`config.mk`:
```
export PLATFORM = sky130hd
export DESIGN_NAME = stream_find_and_replace
export DESIGN_NICKNAME = d
export VERILOG_FILES = /design/src/hdl/sfr_pkg.sv /design/src/hdl/stream_find_and_replace.sv /design/src/hdl/sfr_cfg.sv /design/src/hdl/sfr_window.sv /design/src/hdl/sfr_burst.sv
export SDC_FILE = /design/constraint.sdc
export NUM_CORES = 1
export LEC_CHECK = 0
export BUFFER_PORTS_ARGS = -buffer_cell sky130_fd_sc_hd__buf_2
export CORE_ASPECT_RATIO = 1.1
export CORE_MARGIN = 2
export CORE_UTILIZATION = 30
export DETAILED_ROUTE_END_ITERATION = 8
export MAX_ROUTING_LAYER = met4
export SETUP_SLACK_MARGIN = 0.3
export SLEW_MARGIN = 40
export SYNTH_ARGS = -nofsm -noshare
export SYNTH_HDL_FRONTEND = slang
export SYNTH_SLANG_ARGS = --single-unit
```
`constraint.sdc`:
```
create_clock -name clk -period 6.1 [get_ports clk]
set_clock_uncertainty 0.1 [all_clocks]
set_input_delay 0.915 -clock clk [delete_from_list [all_inputs] [get_ports clk]]
set_output_delay 0.915 -clock clk [all_outputs]
set_load 0.02 [all_outputs]
```
`src/hdl/sfr_pkg.sv`:
```
// ----------------------------------------------------------------------------
// sfr_pkg
// Types and constants shared by the stream find-and-replace modules.
// ----------------------------------------------------------------------------
`default_nettype none

package sfr_pkg;

  localparam int MAX_PATTERN = 8;
  localparam int PAT_LIM     = (MAX_PATTERN < 8) ? MAX_PATTERN : 8;
  localparam int LEN_W       = 4;
  localparam int IDX_W       = 3;
  localparam int ADDR_W      = 5;
  localparam int DATA_W      = 64;

  typedef enum logic [1:0] {
    REG_PAT_BYTES = 2'd0,
    REG_PAT_LEN   = 2'd1,
    REG_REP_BYTES = 2'd2,
    REG_REP_LEN   = 2'd3
  } reg_idx_t;

  typedef struct packed {
    logic [7:0][7:0]   pat_bytes;
    logic [LEN_W-1:0]  pat_len;
    logic [7:0][7:0]   rep_bytes;
    logic [LEN_W-1:0]  rep_len;
    logic              win_clear;
  } cfg_t;

  typedef struct packed {
    logic [7:0][7:0]   data;
    logic [LEN_W-1:0]  cnt;
    logic              bare;
    logic              last;
  } burst_t;

endpackage

`default_nettype wire

```
`src/hdl/stream_find_and_replace.sv`:
```
// ----------------------------------------------------------------------------
// stream_find_and_replace
// Streaming byte find-and-replace with a configurable pattern and replacement.
// ----------------------------------------------------------------------------
// At most one byte is taken per cycle. A byte that yields zero or one output
// word holds the input at most until that word leaves, so plain text streams
// at one byte per cycle while out_ready is high. A byte that yields a burst
// of k words (a replacement, or the flush on the last byte) holds the input
// while the result register hands the burst out; the next byte is taken in
// the cycle its final word leaves. Configuration is to be written by the
// user while the block is idle, which the block does not enforce; writing the pattern length empties the window.
`default_nettype none

module stream_find_and_replace
  import sfr_pkg::*;
(
  input  wire logic              clk,
  input  wire logic              rst_n,
  input  wire logic              psel,
  input  wire logic              penable,
  input  wire logic              pwrite,
  input  wire logic [ADDR_W-1:0] paddr,
  input  wire logic [DATA_W-1:0] pwdata,
  output logic      [DATA_W-1:0] prdata,
  output logic                   pready,
  input  wire logic              in_valid,
  output logic                   in_ready,
  input  wire logic [7:0]        in_byte,
  input  wire logic              in_last,
  output logic                   out_valid,
  input  wire logic              out_ready,
  output logic      [7:0]        out_byte,
  output logic                   out_byte_valid,
  output logic                   out_run_end,
  output logic                   out_stream_end
);

  cfg_t   cfg;
  burst_t burst;
  logic   emit;
  logic   accept;

  assign accept = in_valid & in_ready;

  sfr_cfg u_cfg (
    .clk     (clk),
    .rst_n   (rst_n),
    .psel    (psel),
    .penable (penable),
    .pwrite  (pwrite),
    .paddr   (paddr),
    .pwdata  (pwdata),
    .prdata  (prdata),
    .pready  (pready),
    .cfg     (cfg)
  );

  sfr_window u_window (
    .clk     (clk),
    .rst_n   (rst_n),
    .cfg     (cfg),
    .accept  (accept),
    .in_byte (in_byte),
    .in_last (in_last),
    .burst   (burst),
    .emit    (emit)
  );

  sfr_burst u_burst (
    .clk            (clk),
    .rst_n          (rst_n),
    .load           (accept & emit),
    .burst          (burst),
    .take_ok        (in_ready),
    .out_valid      (out_valid),
    .out_ready      (out_ready),
    .out_byte       (out_byte),
    .out_byte_valid (out_byte_valid),
    .out_run_end    (out_run_end),
    .out_stream_end (out_stream_end)
  );

endmodule

`default_nettype wire

```
`src/hdl/sfr_cfg.sv`:
```
// ----------------------------------------------------------------------------
// sfr_cfg
// Configuration registers behind the APB-style port, with clamped lengths.
// ----------------------------------------------------------------------------
`default_nettype none

module sfr_cfg
  import sfr_pkg::*;
(
  input  wire logic              clk,
  input  wire logic              rst_n,
  input  wire logic              psel,
  input  wire logic              penable,
  input  wire logic              pwrite,
  input  wire logic [ADDR_W-1:0] paddr,
  input  wire logic [DATA_W-1:0] pwdata,
  output logic      [DATA_W-1:0] prdata,
  output logic                   pready,
  output cfg_t                   cfg
);

  logic [DATA_W-1:0] pat_bytes_r;
  logic [LEN_W-1:0]  pat_len_r;
  logic [DATA_W-1:0] rep_bytes_r;
  logic [LEN_W-1:0]  rep_len_r;
  logic              wr_en;
  reg_idx_t          idx;

  assign pready = 1'b1;
  assign wr_en  = psel & penable & pwrite & pready;
  assign idx    = reg_idx_t'(paddr[4:3]);

  always_ff @(posedge clk) begin
    if (!rst_n) begin
      pat_bytes_r <= '0;
      pat_len_r   <= LEN_W'(1);
      rep_bytes_r <= '0;
      rep_len_r   <= '0;
    end else if (wr_en) begin
      unique case (idx)
        REG_PAT_BYTES: pat_bytes_r <= pwdata;
        REG_PAT_LEN:   pat_len_r   <= pwdata[LEN_W-1:0];
        REG_REP_BYTES: rep_bytes_r <= pwdata;
        REG_REP_LEN:   rep_len_r   <= pwdata[LEN_W-1:0];
        default: ;
      endcase
    end
  end

  always_comb begin
    unique case (idx)
      REG_PAT_BYTES: prdata = pat_bytes_r;
      REG_PAT_LEN:   prdata = {{(DATA_W-LEN_W){1'b0}}, pat_len_r};
      REG_REP_BYTES: prdata = rep_bytes_r;
      REG_REP_LEN:   prdata = {{(DATA_W-LEN_W){1'b0}}, rep_len_r};
      default:       prdata = '0;
    endcase
  end

  always_comb begin
    cfg.pat_bytes = pat_bytes_r;
    cfg.rep_bytes = rep_bytes_r;
    priority if (pat_len_r == '0) begin
      cfg.pat_len = LEN_W'(1);
    end else if (pat_len_r > LEN_W'(PAT_LIM)) begin
      cfg.pat_len = LEN_W'(PAT_LIM);
    end else begin
      cfg.pat_len = pat_len_r;
    end
    cfg.rep_len   = (rep_len_r > LEN_W'(8)) ? LEN_W'(8) : rep_len_r;
    cfg.win_clear = wr_en && (idx == REG_PAT_LEN);
  end

endmodule

`default_nettype wire

```
`src/hdl/sfr_window.sv`:
```
// ----------------------------------------------------------------------------
// sfr_window
// Sliding window and match logic; turns one input byte into a result burst.
// ----------------------------------------------------------------------------
`default_nettype none

module sfr_window
  import sfr_pkg::*;
(
  input  wire logic       clk,
  input  wire logic       rst_n,
  input  wire cfg_t       cfg,
  input  wire logic       accept,
  input  wire logic [7:0] in_byte,
  input  wire logic       in_last,
  output burst_t          burst,
  output logic            emit
);

  logic [PAT_LIM-1:0][7:0] win_r;
  logic [PAT_LIM-1:0][7:0] win_nxt;
  logic [LEN_W-1:0]        fill_r;
  logic [LEN_W-1:0]        fill_nxt;
  logic [PAT_LIM-1:0][7:0] w_post;
  logic [PAT_LIM-1:0][7:0] w_shift;
  logic [LEN_W-1:0]        fill_in;
  logic [LEN_W-1:0]        fill1;
  logic                    full;
  logic                    match;

  always_comb begin
    fill_in = (fill_r >= cfg.pat_len) ? '0 : fill_r;
    w_post  = win_r;
    w_post[fill_in[IDX_W-1:0]] = in_byte;
    fill1   = fill_in + LEN_W'(1);
    full    = (fill1 == cfg.pat_len);
    match   = 1'b1;
    for (int i = 0; i < PAT_LIM; i++) begin
      if ((LEN_W'(i) < cfg.pat_len) && (w_post[i] != cfg.pat_bytes[i])) begin
        match = 1'b0;
      end
    end
    for (int i = 0; i < PAT_LIM - 1; i++) begin
      w_shift[i] = w_post[i+1];
    end
    w_shift[PAT_LIM-1] = w_post[PAT_LIM-1];
  end

  always_comb begin
    burst.data = w_post;
    burst.cnt  = '0;
    burst.bare = 1'b0;
    burst.last = in_last;
    win_nxt    = w_post;
    fill_nxt   = fill1;
    priority if (full && match) begin
      burst.data = cfg.rep_bytes;
      burst.cnt  = cfg.rep_len;
      fill_nxt   = '0;
    end else if (full) begin
      burst.cnt  = in_last ? cfg.pat_len : LEN_W'(1);
      win_nxt    = w_shift;
      fill_nxt   = cfg.pat_len - LEN_W'(1);
    end else begin
      burst.cnt  = in_last ? fill1 : '0;
    end
    if (in_last) begin
      fill_nxt = '0;
      if (burst.cnt == '0) begin
        burst.cnt     = LEN_W'(1);
        burst.bare    = 1'b1;
        burst.data[0] = '0;
      end
    end
    emit = (burst.cnt != '0);
  end

  always_ff @(posedge clk) begin
    if (accept) begin
      win_r <= win_nxt;
    end
  end

  always_ff @(posedge clk) begin
    if (!rst_n) begin
      fill_r <= '0;
    end else if (cfg.win_clear) begin
      fill_r <= '0;
    end else if (accept) begin
      fill_r <= fill_nxt;
    end
  end

endmodule

`default_nettype wire

```
`src/hdl/sfr_burst.sv`:
```
// ----------------------------------------------------------------------------
// sfr_burst
// Result register that hands a burst out one word per output handshake.
// ----------------------------------------------------------------------------
`default_nettype none

module sfr_burst
  import sfr_pkg::*;
(
  input  wire logic       clk,
  input  wire logic       rst_n,
  input  wire logic       load,
  input  wire burst_t     burst,
  output logic            take_ok,
  output logic            out_valid,
  input  wire logic       out_ready,
  output logic [7:0]      out_byte,
  output logic            out_byte_valid,
  output logic            out_run_end,
  output logic            out_stream_end
);

  logic [7:0][7:0]         data_r;
  logic [LEN_W-1:0]        cnt_r;
  logic [IDX_W-1:0]        idx_r;
  logic                    bare_r;
  logic                    last_r;
  logic                    valid_r;
  logic                    run_end;
  logic                    done;

  assign run_end        = ({1'b0, idx_r} == (cnt_r - LEN_W'(1)));
  assign done           = valid_r & out_ready & run_end;
  assign take_ok        = ~valid_r | done;
  assign out_valid      = valid_r;
  assign out_byte       = data_r[idx_r];
  assign out_byte_valid = ~bare_r;
  assign out_run_end    = run_end;
  assign out_stream_end = run_end & last_r;

  always_ff @(posedge clk) begin
    if (!rst_n) begin
      valid_r <= 1'b0;
      idx_r   <= '0;
    end else if (load) begin
      valid_r <= 1'b1;
      idx_r   <= '0;
    end else if (done) begin
      valid_r <= 1'b0;
      idx_r   <= '0;
    end else if (valid_r && out_ready) begin
      idx_r   <= idx_r + IDX_W'(1);
    end
  end

  always_ff @(posedge clk) begin
    if (load) begin
      data_r <= burst.data;
      cnt_r  <= burst.cnt;
      bare_r <= burst.bare;
      last_r <= burst.last;
    end
  end

endmodule

`default_nettype wire

```
* Word-level counts from Yosys, hierarchy flattened
Cells that the tools add are included.
Word-level totals: logic and storage cells 123, input port bits 85, register bits after elaboration 278, output and inout bits 78
Operators by class: bitwise operators 11, magnitude comparators 14, reductions and logical operators 23, eq/ne operators 13, $add $sub $neg 4, multiplexer cells 32
Operators with widths (number):
- case mux 64 bit (4 select lines) | 1
- 2-to-1 mux 56 bit | 2
- bitwise mux 64 bit | 1
- 2-to-1 mux 64 bit | 1
- != test 8 bit | 8
- 2-to-1 mux 4 bit | 11
- 2-to-1 mux 13 bit | 2
- binary-select mux 8 bit (select 3 bit) | 1
- demux 8 bit (select 3 bit) | 1
- less-than comparator 3 x 4 -> 1 bit (first input constant) | 4
- 2-to-1 mux 8 bit | 2
- logical AND 1 bit | 12
- 2-to-1 mux 1 bit | 10
- > comparator 4 bit (second input constant) | 2
- zero test 4 bit | 2
- less-than comparator 1 x 4 -> 1 bit (first input constant) | 2
- less-than comparator 2 x 4 -> 1 bit (first input constant) | 2
- less-than comparator 3 x 4 -> 1 bit (second input constant) | 2
- AND reduction 2 bit | 4
- subtractor 4 x 1 -> 4 bit (second input constant) | 2
- AND 1 bit | 7
- adder 4 x 1 -> 4 bit (second input constant) | 1
- equality test 2 bit (second input constant) | 2
- equality test 3 x 4 -> 1 bit | 1
- other kinds (12) | 14

* Longest topological paths before layout
Gate-level depths: netlist of run 1.
word-level depth 28, gate-level depth with buffers 21

* Modules after synthesis
Synthesis of run 1 repeated with hierarchy kept, for this count alone.
Second synthesis, totals: cells, all modules 1637, area total of the unflattened synthesis 15886.5 sq um
Modules (own cells, without submodules):
- sfr_window | cells an instance 833, area each 6725.2 sq um, instances 1, sequential area each 2001.9 sq um
- sfr_cfg | cells an instance 666, area each 6208.5 sq um, instances 1, sequential area each 2722.6 sq um
- sfr_burst | cells an instance 136, area each 2940.3 sq um, instances 1, sequential area each 2182.1 sq um
- stream_find_and_replace | cells an instance 2, area each 12.5 sq um, instances 1, sequential area each 0.0 sq um

* Least setup slack after synthesis of run 1
OpenSTA, ideal clock, no wires.
path type flip-flop to flip-flop, start register u_cfg.pat_len_r[2], end register u_burst.bare_r (enable), data required time 5.434 ns, clock period less this slack 5.316 ns, setup time 0.566 ns, arrival 4.650 ns, buffers on the path 2, setup slack 0.784 ns, stages on the path, launching flop included 20, path through dfxtp_1 clkbuf_1 nor2_1 o21ai_0 inv_1 ha_1 or3b_4 a21oi_4 nand2_1 inv_1 ha_1 xnor2_1 xnor2_1 or3_1 a21o_1 nor2_1 nand3_1 buf_2 o31ai_1 inv_1
On the way: word-level cells in the longest chain between the ends 27
RTL lines:
- from (decl) | RTL line sfr_cfg.sv:23 | logic [LEN_W-1:0] pat_len_r;
- from (signal assigned) | RTL line sfr_cfg.sv:42 | REG_PAT_LEN: pat_len_r <= pwdata[LEN_W-1:0];
- > comparator 4 bit | RTL line sfr_cfg.sv:65 | end else if (pat_len_r > LEN_W'(PAT_LIM)) begin
- 2-to-1 mux 4 bit | RTL line sfr_cfg.sv:65
- 2-to-1 mux 4 bit * | RTL line sfr_cfg.sv:63 | priority if (pat_len_r == '0) begin
- greater-or-equal comparator 4 bit | RTL line sfr_window.sv:32 | fill_in = (fill_r >= cfg.pat_len) ? '0 : fill_r;
- 2-to-1 mux 4 bit | RTL line sfr_window.sv:32
- less-than comparator 3 x 4 -> 1 bit (implied by the code) or greater-or-equal comparator 3 x 1 -> 1 bit (tied branches) | RTL line sfr_window.sv:34 | w_post[fill_in[IDX_W-1:0]] = in_byte;
- logical AND 1 bit (implied by the code) | RTL line sfr_window.sv:34
- 2-to-1 mux 8 bit (implied by the code) | RTL line sfr_window.sv:34
- [12 not listed]
- logical AND 1 bit | RTL line sfr_window.sv:56 | priority if (full && match) begin
- 2-to-1 mux 4 bit * | RTL line sfr_window.sv:56
- zero test 4 bit | RTL line sfr_window.sv:69 | if (burst.cnt == '0) begin
- 2-to-1 mux 13 bit | RTL line sfr_window.sv:69
- 2-to-1 mux 13 bit * | RTL line sfr_window.sv:67 | if (in_last) begin
- nonzero test 4 bit * | RTL line sfr_window.sv:75 | emit = (burst.cnt != '0);
- AND 1 bit * | RTL line stream_find_and_replace.sv:72 | .load (accept & emit),
- net u_burst.load | RTL line sfr_burst.sv:12 | input wire logic load,
- to (signal assigned) | RTL line sfr_burst.sv:60 | bare_r <= burst.bare;
- to (decl) | RTL line sfr_burst.sv:26 | logic bare_r;
Mark *: on every way through the listed nets, which the timed path passes. The rest lies on a longest branch. A chain may end at the register's enable or synchronous reset.

* Worst setup path in the final report of run 1
start register u_cfg.pat_len_r[3], end register u_burst.data_r[10] in the netlist's numbering (enable)
On the way: word-level cells in the longest chain between the ends 27
RTL lines:
- > comparator 4 bit | RTL line sfr_cfg.sv:65
- 2-to-1 mux 4 bit | RTL line sfr_cfg.sv:65
- 2-to-1 mux 4 bit * | RTL line sfr_cfg.sv:63
- greater-or-equal comparator 4 bit | RTL line sfr_window.sv:32
- 2-to-1 mux 4 bit | RTL line sfr_window.sv:32
- less-than comparator 3 x 4 -> 1 bit (implied by the code) or greater-or-equal comparator 3 x 1 -> 1 bit (tied branches) | RTL line sfr_window.sv:34
- logical AND 1 bit (implied by the code) | RTL line sfr_window.sv:34
- 2-to-1 mux 8 bit (implied by the code) | RTL line sfr_window.sv:34
- [12 not listed]
- logical AND 1 bit | RTL line sfr_window.sv:56
- 2-to-1 mux 4 bit * | RTL line sfr_window.sv:56
- zero test 4 bit | RTL line sfr_window.sv:69
- 2-to-1 mux 13 bit | RTL line sfr_window.sv:69
- 2-to-1 mux 13 bit * | RTL line sfr_window.sv:67
- nonzero test 4 bit * | RTL line sfr_window.sv:75
- AND 1 bit * | RTL line stream_find_and_replace.sv:72
- net u_burst.load | RTL line sfr_burst.sv:12
- to (signal assigned) | RTL line sfr_burst.sv:58 | data_r <= burst.data;
- to (decl) | RTL line sfr_burst.sv:23 | logic [7:0][7:0] data_r;
Marks and branches as above.

==> results of run 1 <==
flip-flops by register name (all words and copies together) (netlist names):
signal             count
u_window.win_r        64
u_burst.cnt_r          4
u_burst.idx_r          3
u_window.fill_r        4
u_cfg.pat_len_r        4
u_burst.data_r        64
u_cfg.rep_bytes_r     64
u_burst.last_r         1
u_burst.bare_r         1
u_cfg.rep_len_r        4
u_burst.out_valid      1
u_cfg.pat_bytes_r     64
report_power, final:
part | total [mW] | switching, mW | internal, mW
combinational | 0.634 | 0.376 | 0.258
clock | 1.93 | 0.791 | 1.13
sequential | 2.20 | 0.0954 | 2.10
total | 4.76 | 1.26 | 3.49
worst min-delay path, stage by stage (launching register included):
cell and delay, ns:
dfxtp_1 0.32, nand2_1 0.05, a21oi_1 0.05
worst max path at each step:
stage                             from                 end  slack, ns
floorplan           u_cfg.pat_len_r[2]      u_burst.bare_r       0.78
global placement    u_cfg.pat_len_r[3]  u_window.win_r[25]       0.77
detailed placement  u_cfg.pat_len_r[3]  u_window.win_r[31]       0.65
CTS                 u_cfg.pat_len_r[3]  u_window.win_r[26]       0.59
global route        u_cfg.pat_len_r[3]   u_burst.data_r[8]       0.35
finish              u_cfg.pat_len_r[3]  u_burst.data_r[10]       0.67
repair_timing:
action / CTS / global route
setup endpoints to repair: 0 / 41
resized for setup: 0 / 1
setup buffers: 0 / 3
cells in the mapped netlist, types with 3 or more instances:
cell and count:
ha_1 11, a222oi_1 6, xnor2_1 45, o211ai_1 5, o21ai_0 22, nor2b_1 6, nor2_1 163, buf_1 14
nand2_1 333, mux2_2 13, o221a_2 45, o2111ai_1 6, mux2i_1 107, nand4_1 5, or3_1 50, a221oi_1 3
clkbuf_1 95, a31oi_1 30, nand3_1 24, buf_2 5, a21oi_1 175, dfxtp_1 144, nand2b_1 8, a21o_1 6
buf_4 3, inv_1 60, nor4_1 12, edfxtp_1 134, or4_1 3, o22ai_1 10, and2_1 11, a32oi_1 3
o211a_1 4, mux2i_4 3, mux4_2 20, nor3b_1 6, o221ai_1 11, nor3_1 6, xor2_1 31
cells by family after synthesis:
family | after synthesis | share of synthesized area [%]
buf+inv | 179 | 4.542
xor+xnor | 76 | 4.339
compound gates | 356 | 15.88
mux | 143 | 11.31
other cells | 1 | 0.02444
simple gates | 639 | 17.99
fa+ha+maj | 11 | 0.8971
flops | 278 | 45.02
per-stage QoR:
| stage | util, % | setup slack (ns) | std cells | power (mW) | area, um^2 |
|---|---|---|---|---|---|
| finish | 35.79 | 0.6719 | 2494 | 4.757 | 18020 |
| global route | 35.79 | 0.3467 | 2494 | 4.903 | 18020 |
| CTS | 35.71 | 0.5893 | 2490 | 4.768 | 17980 |
| detailed placement | 33.69 | 0.6451 | 2437 | 2.857 | 16970 |
| global placement | 33.62 | 0.7743 | 2435 | 2.844 | 16930 |
| floorplan | - | 0.7842 | 1683 | 2.601 | 15340 |
area by class of cell:
class | instances | area [um^2]
Antenna cell | 1 | 2.502
Clock buffer | 36 | 794.5
Clock inverter | 17 | 224.0
Fill cell | 5150 | 32330
Inverter | 61 | 234.0
Multi-Input combinational cell | 1226 | 7780
Sequential cell | 278 | 6908
Tap cell | 660 | 825.8
Timing Repair Buffer | 215 | 1256
routing by layer:
metal / up-vias / track usage (%)
li1: 6245 / -
met1: 6568 / 27.44
met2: 571 / 32.39
met3: 104 / 1.878
met4: 0 / 8.582
met5: - / -
==> results.py, run 1 <==
metrics = {
    "floorplanning": {
        "die_h_um": 241.2,
        "dieArea_um2": 52970,
        "floorplan.initialDensity_pct": 30.47,
        "core_area_um2": 50360,
        "io_pins": 163,
        "fp-row-count": 86,
        "die_w_um": 219.6,
    },
    "timing": {
        "final_hold_viol_count": 0,
        "setup_violations": 0,
        "final.setup.tns_ns": 0,
        "whs_ns": 0.3699,
        "period_needed_ns": 5.428,
        "drv_slew": 0,
        "fmax_mhz": 184.2,
        "worst_pin_slew_ns": 0.8587,
        "rsz0062_at_grt": "no",
        "finalCritPeriodShare_pct": 88.99,
        "slew_headroom_pct": 42.75,
    },
    "setup_path": {
        "end_kind": "register",
        "crit_cells": 15,
        "ff2ff_setup_slack_ns": 0.67,
        "critical_path_class": "reg -> reg",
        "slowest_stage": "dfxtp_1",
        "crit_top_cell": "inv_1",
        "cpLargestDelayFamily": "compound AO/OA/AOI/OAI gates",
        "required_ns": 6.27,
        "worst_path_largest_cell_delay_ns": 0.52,
        "crit_path_cell_trace": "inv_1, o21ai_0, inv_1, ha_1, or3b_4, a211oi_4, nand2_2, mux2i_1, a41oi_1, a211o_1, a22oi_2, nand3_4, o31ai_1, inv_2, buf_4",
        "worstReg2RegStart": "u_cfg.pat_len_r[3]",
        "cp.buffers_inverters": 4,
        "regToRegEndpoint": "u_burst.data_r[10]",
        "cp_data_arrival_time_ns": 5.60,
        "crit_fanout": 38,
        "r2r_cells": 15,
        "critPathLaunchType": "register",
    },
    "routing": {
        "routed_wl_mm": 53.68,
        "viasPerCell": 5.408,
        "top_layer": "met4",
        "post_drt_wl_per_cell_um": 21.52,
        "wl_met1_mm": 23.25,
        "dr_total_vias": 13488,
        "routed-wl-met2_mm": 24.74,
        "wl_met3_mm": 3.435,
        "drc": 0,
        "first_iter_violations": 1418,
        "drtPass1Iterations": 5,
        "route.antenna.remaining_nets": 0,
    },
    "placed_design": {
        "hpwl_mm": 38.92,
        "io_buffers": 158,
        "gp_congestion": 0.9370,
    },
    "grt": {
        "gr-usage-all-layers_pct": 20.67,
        "antenna_found_initial": 2,
        "grt_pass1_vias": 13090,
        "grt_pass1_wl_mm": 81.40,
        "overflow": 0,
        "grt_max_degree": 98,
    },
    "synth": {
        "synth_nets": 1779,
        "synth.area.top_cells": "edfxtp_1 (26%), dfxtp_1 (19%), nand2_1 (8.1%)",
        "synth_seq_area_share_pct": 45.02,
        "yosysWarnings": 0,
        "synth_top_area_share_pct": 26.23,
        "synth_flop_cell": "dfxtp_1",
        "synth_cell_type_count": 74,
        "syn-cell-area_um2": 15340,
        "syn_inst": 1683,
        "synthArstFlopShare_pct": 0,
        "synth_edf_count": 134,
        "yosysTopAreaCell": "edfxtp_1",
        "avgSynthCellArea_um2": 9.116,
        "synth-seq-cells": 278,
    },
    "final_layout": {
        "nNetsFinal": 1907,
        "most-common-layout-cells": "nand2_1 (332), a21oi_1 (175), nor2_1 (161)",
        "drive_gt1_share_pct": 20.46,
        "area_delta_synth_final_pct": 17.48,
        "mostFrequentLayoutCell": "nand2_1",
    },
    "clocking": {
        "clock_sinks": 278,
        "clkTransAtPathRegs_ns": 0.06,
        "cts_htree_levels": 1,
        "clk_path_buf_depth": 3,
        "insertion_delay_ns": 0.57,
        "root_buffer": "clkbuf_16",
        "cts_made_buffers": 29,
        "cts_tree": "yes",
        "cts.hold.buffers_added": 0,
    },
    "power_and_ir_drop": {
        "powerDensity_nw_per_um2": 263.9,
        "peakVddDrop_mv": 0.2185,
        "power_leakage_nw": 6.922,
    },
    "hold_path": {
        "min_path_cells": 2,
        "hp-start": "u_cfg.rep_bytes_r[17]",
        "hold_path_class": "reg -> reg",
        "hold-path-endpoint": "u_cfg.rep_bytes_r[17]",
    },
    "flow_run": {
        "maxCapViolCount": 0,
    },
    "run_status": {
        "outcome": "finished, final reports clean",
    },
}
No activity file was read; power rests on OpenSTA's default activity.
==> inputs of run 2 (changes only) <==
--- a/config.mk
+++ b/config.mk
@@ -6,11 +6,12 @@
 export NUM_CORES = 1
 export LEC_CHECK = 0
 export BUFFER_PORTS_ARGS = -buffer_cell sky130_fd_sc_hd__buf_2
-export CORE_ASPECT_RATIO = 1.1
+export CORE_ASPECT_RATIO = 1.5
 export CORE_MARGIN = 2
-export CORE_UTILIZATION = 30
+export CORE_UTILIZATION = 55
 export DETAILED_ROUTE_END_ITERATION = 8
 export MAX_ROUTING_LAYER = met4
+export PLACE_DENSITY = 0.72
 export SETUP_SLACK_MARGIN = 0.3
 export SLEW_MARGIN = 40
 export SYNTH_ARGS = -nofsm -noshare
==> run 2 against run 1 <==
Net effect: clock-buffer cell count grew 8; combinational power is essentially flat; sequential power is essentially flat; largest power group unchanged; global-route usage grew 17 points; largest cell class unchanged; die area shrank 45%; hold slack gained 0.0052 ns; highest routed layer unchanged; critical endpoint is now u_burst.data_r[33]; critical path depth grew 3; power shrank 3.6%; non-clock buffer count grew 27.
==> results.py, run 2 (same netlist as run 1, synthesis figures left out) <==
metrics = {
    "run_status": {
        "outcome": "finished, final reports clean",
    },
    "clocking": {
        "cts_htree_levels": 1,
        "clk_path_buf_depth": 3,
        "clock_sinks": 278,
        "cts.hold.buffers_added": 0,
        "cts_made_buffers": 28,
        "insertion_delay_ns": 0.56,
        "root_buffer": "clkbuf_16",
        "clkTransAtPathRegs_ns": 0.06,
        "cts_tree": "yes",
    },
    "routing": {
        "post_drt_wl_per_cell_um": 24.80,
        "route.antenna.remaining_nets": 0,
        "dr_total_vias": 14075,
        "drtPass1Iterations": 6,
        "routed_wl_mm": 54.61,
        "first_iter_violations": 1572,
        "viasPerCell": 6.392,
        "drc": 0,
    },
    "setup_path": {
        "ff2ff_setup_slack_ns": 0.75,
        "crit_fanout": 70,
        "critPathLaunchType": "register",
        "critical_path_class": "reg -> reg",
        "end_kind": "register",
        "cp_data_arrival_time_ns": 5.51,
        "required_ns": 6.27,
    },
    "floorplanning": {
        "die_h_um": 208.6,
        "fp-row-count": 74,
        "die_w_um": 140.4,
        "core_area_um2": 27310,
        "floorplan.initialDensity_pct": 56.17,
        "dieArea_um2": 29270,
        "io_pins": 163,
    },
    "timing": {
        "setup_violations": 0,
        "rsz0062_at_grt": "no",
        "final_hold_viol_count": 0,
        "finalCritPeriodShare_pct": 87.63,
        "slew_headroom_pct": 44.85,
        "period_needed_ns": 5.345,
        "final.setup.tns_ns": 0,
        "fmax_mhz": 187.1,
        "worst_pin_slew_ns": 0.8273,
        "drv_slew": 0,
    },
    "grt": {
        "antenna_found_initial": 2,
        "grt_max_degree": 85,
        "met2_usage_pct": 63.69,
        "grt.busiest_layer": "met2",
        "grt_pass1_wl_mm": 80.74,
        "grt_pass1_vias": 13514,
        "gr-usage-all-layers_pct": 37.79,
        "grt_util_met3_pct": 4.718,
        "overflow": 0,
        "use_met1_pct": 39.80,
    },
    "power_and_ir_drop": {
        "power_frac_seq_pct": 48.0,
        "power_leakage_nw": 7.028,
        "internal-power_mw": 3.377,
        "peakVddDrop_mv": 0.2414,
        "powerDensity_nw_per_um2": 258.3,
        "comb_power_share_pct": 13.9,
        "switching_share_pct": 26.38,
        "clkPwrFrac_pct": 38.1,
        "switching_power_mw": 1.210,
    },
    "flow_run": {
        "maxCapViolCount": 0,
    },
    "final_layout": {
        "most-common-layout-cells": "nand2_1 (332), a21oi_1 (175), nor2_1 (163)",
        "area_delta_synth_final_pct": 15.75,
        "drive_gt1_share_pct": 21.09,
        "final_util_pct": 65.02,
        "mostFrequentLayoutCell": "nand2_1",
        "fillers": 2238,
        "nNetsFinal": 1933,
    },
    "placed_design": {
        "gp_congestion": 0.9821,
        "io_buffers": 158,
        "hpwl_mm": 39.64,
    },
    "hold_path": {
        "hold_path_class": "reg -> reg",
    },
}
## run 2: timing repair
item / CTS / global route
resized for setup: 0 / 1
endpoints found under the setup margin: 0 / 70
hold endpoints to repair: 0 / 0
buffers inserted: 0 / 0
## run 2: final timing paths
kind	cells after the start	from	to
setup / recovery	18	u_cfg.pat_len_r[1]	u_burst.data_r[33]
hold / removal	2	u_cfg.rep_bytes_r[30]	u_cfg.rep_bytes_r[30]
setup reg to reg	18	u_cfg.pat_len_r[1]	u_burst.data_r[33]
hold reg to reg	2	u_cfg.rep_bytes_r[30]	u_cfg.rep_bytes_r[30]
## run 2: per-stage QoR
| stage | instance area (um^2) | setup slack, ns | power [mW] | std cells | hold WS, ns |
|---|---|---|---|---|---|
| after CTS | 17730 | 0.5907 | 4.581 | 2200 | 0.3725 |
| final | 17760 | 0.7548 | 4.587 | 2202 | 0.3751 |
| after global routing | 17760 | 0.3941 | 4.713 | 2202 | 0.3970 |
| after global placement | 16780 | 0.7212 | 2.843 | 2147 | 0.3556 |
| after detailed placement | 16800 | 0.6531 | 2.857 | 2148 | 0.3638 |
| after floorplan | 15340 | 0.7842 | 2.601 | 1683 | 0.3455 |
## run 2: worst max-delay path, cell delays in order, from the launching register on
cell     delay (ns)
dfxtp_1        0.47
nor2_1         0.09
o21ai_0        0.34
inv_1          0.21
ha_1           0.35
or3b_4         0.45
a21oi_4        0.25
nand2_1        0.13
inv_1          0.11
ha_1           0.20
xnor2_1        0.19
xnor2_1        0.09
or3_1          0.33
a21o_1         0.28
nor2_1         0.33
nand3_4        0.33
o31ai_2        0.43
inv_2          0.08
buf_12         0.22
## run 2: final cells by class
type / instances / area, um^2 / share of cell area (%)
multi-input cells: 1226 / 7780 / 43.81
flip-flops and latches: 278 / 6909 / 38.91
repair buffers: 242 / 1476 / 8.314
clock buffers: 44 / 864.6 / 4.869
well taps: 342 / 427.9 / 2.410
inverters: 61 / 232.7 / 1.311
clock inverters: 8 / 65.06 / 0.3664
diodes: 1 / 2.502 / 0.01409
## run 2: power groups by stage
stage | Sequential, mW | Clock, mW | Combinational, mW
3_5_place_dp | 2.24 | 0 | 0.620
6_report | 2.20 | 1.75 | 0.636
3_3_place_gp | 2.23 | 0 | 0.609
5_1_grt | 2.21 | 1.83 | 0.673
2_1_floorplan | 2.19 | 0 | 0.411
4_1_cts | 2.20 | 1.76 | 0.623
## run 2: metal layers
layer	part of all wire [%]	wire, um
met3	7.3	3985
met2	49	26860
met1	34	18350
met5	0	0
met4	9.9	5405
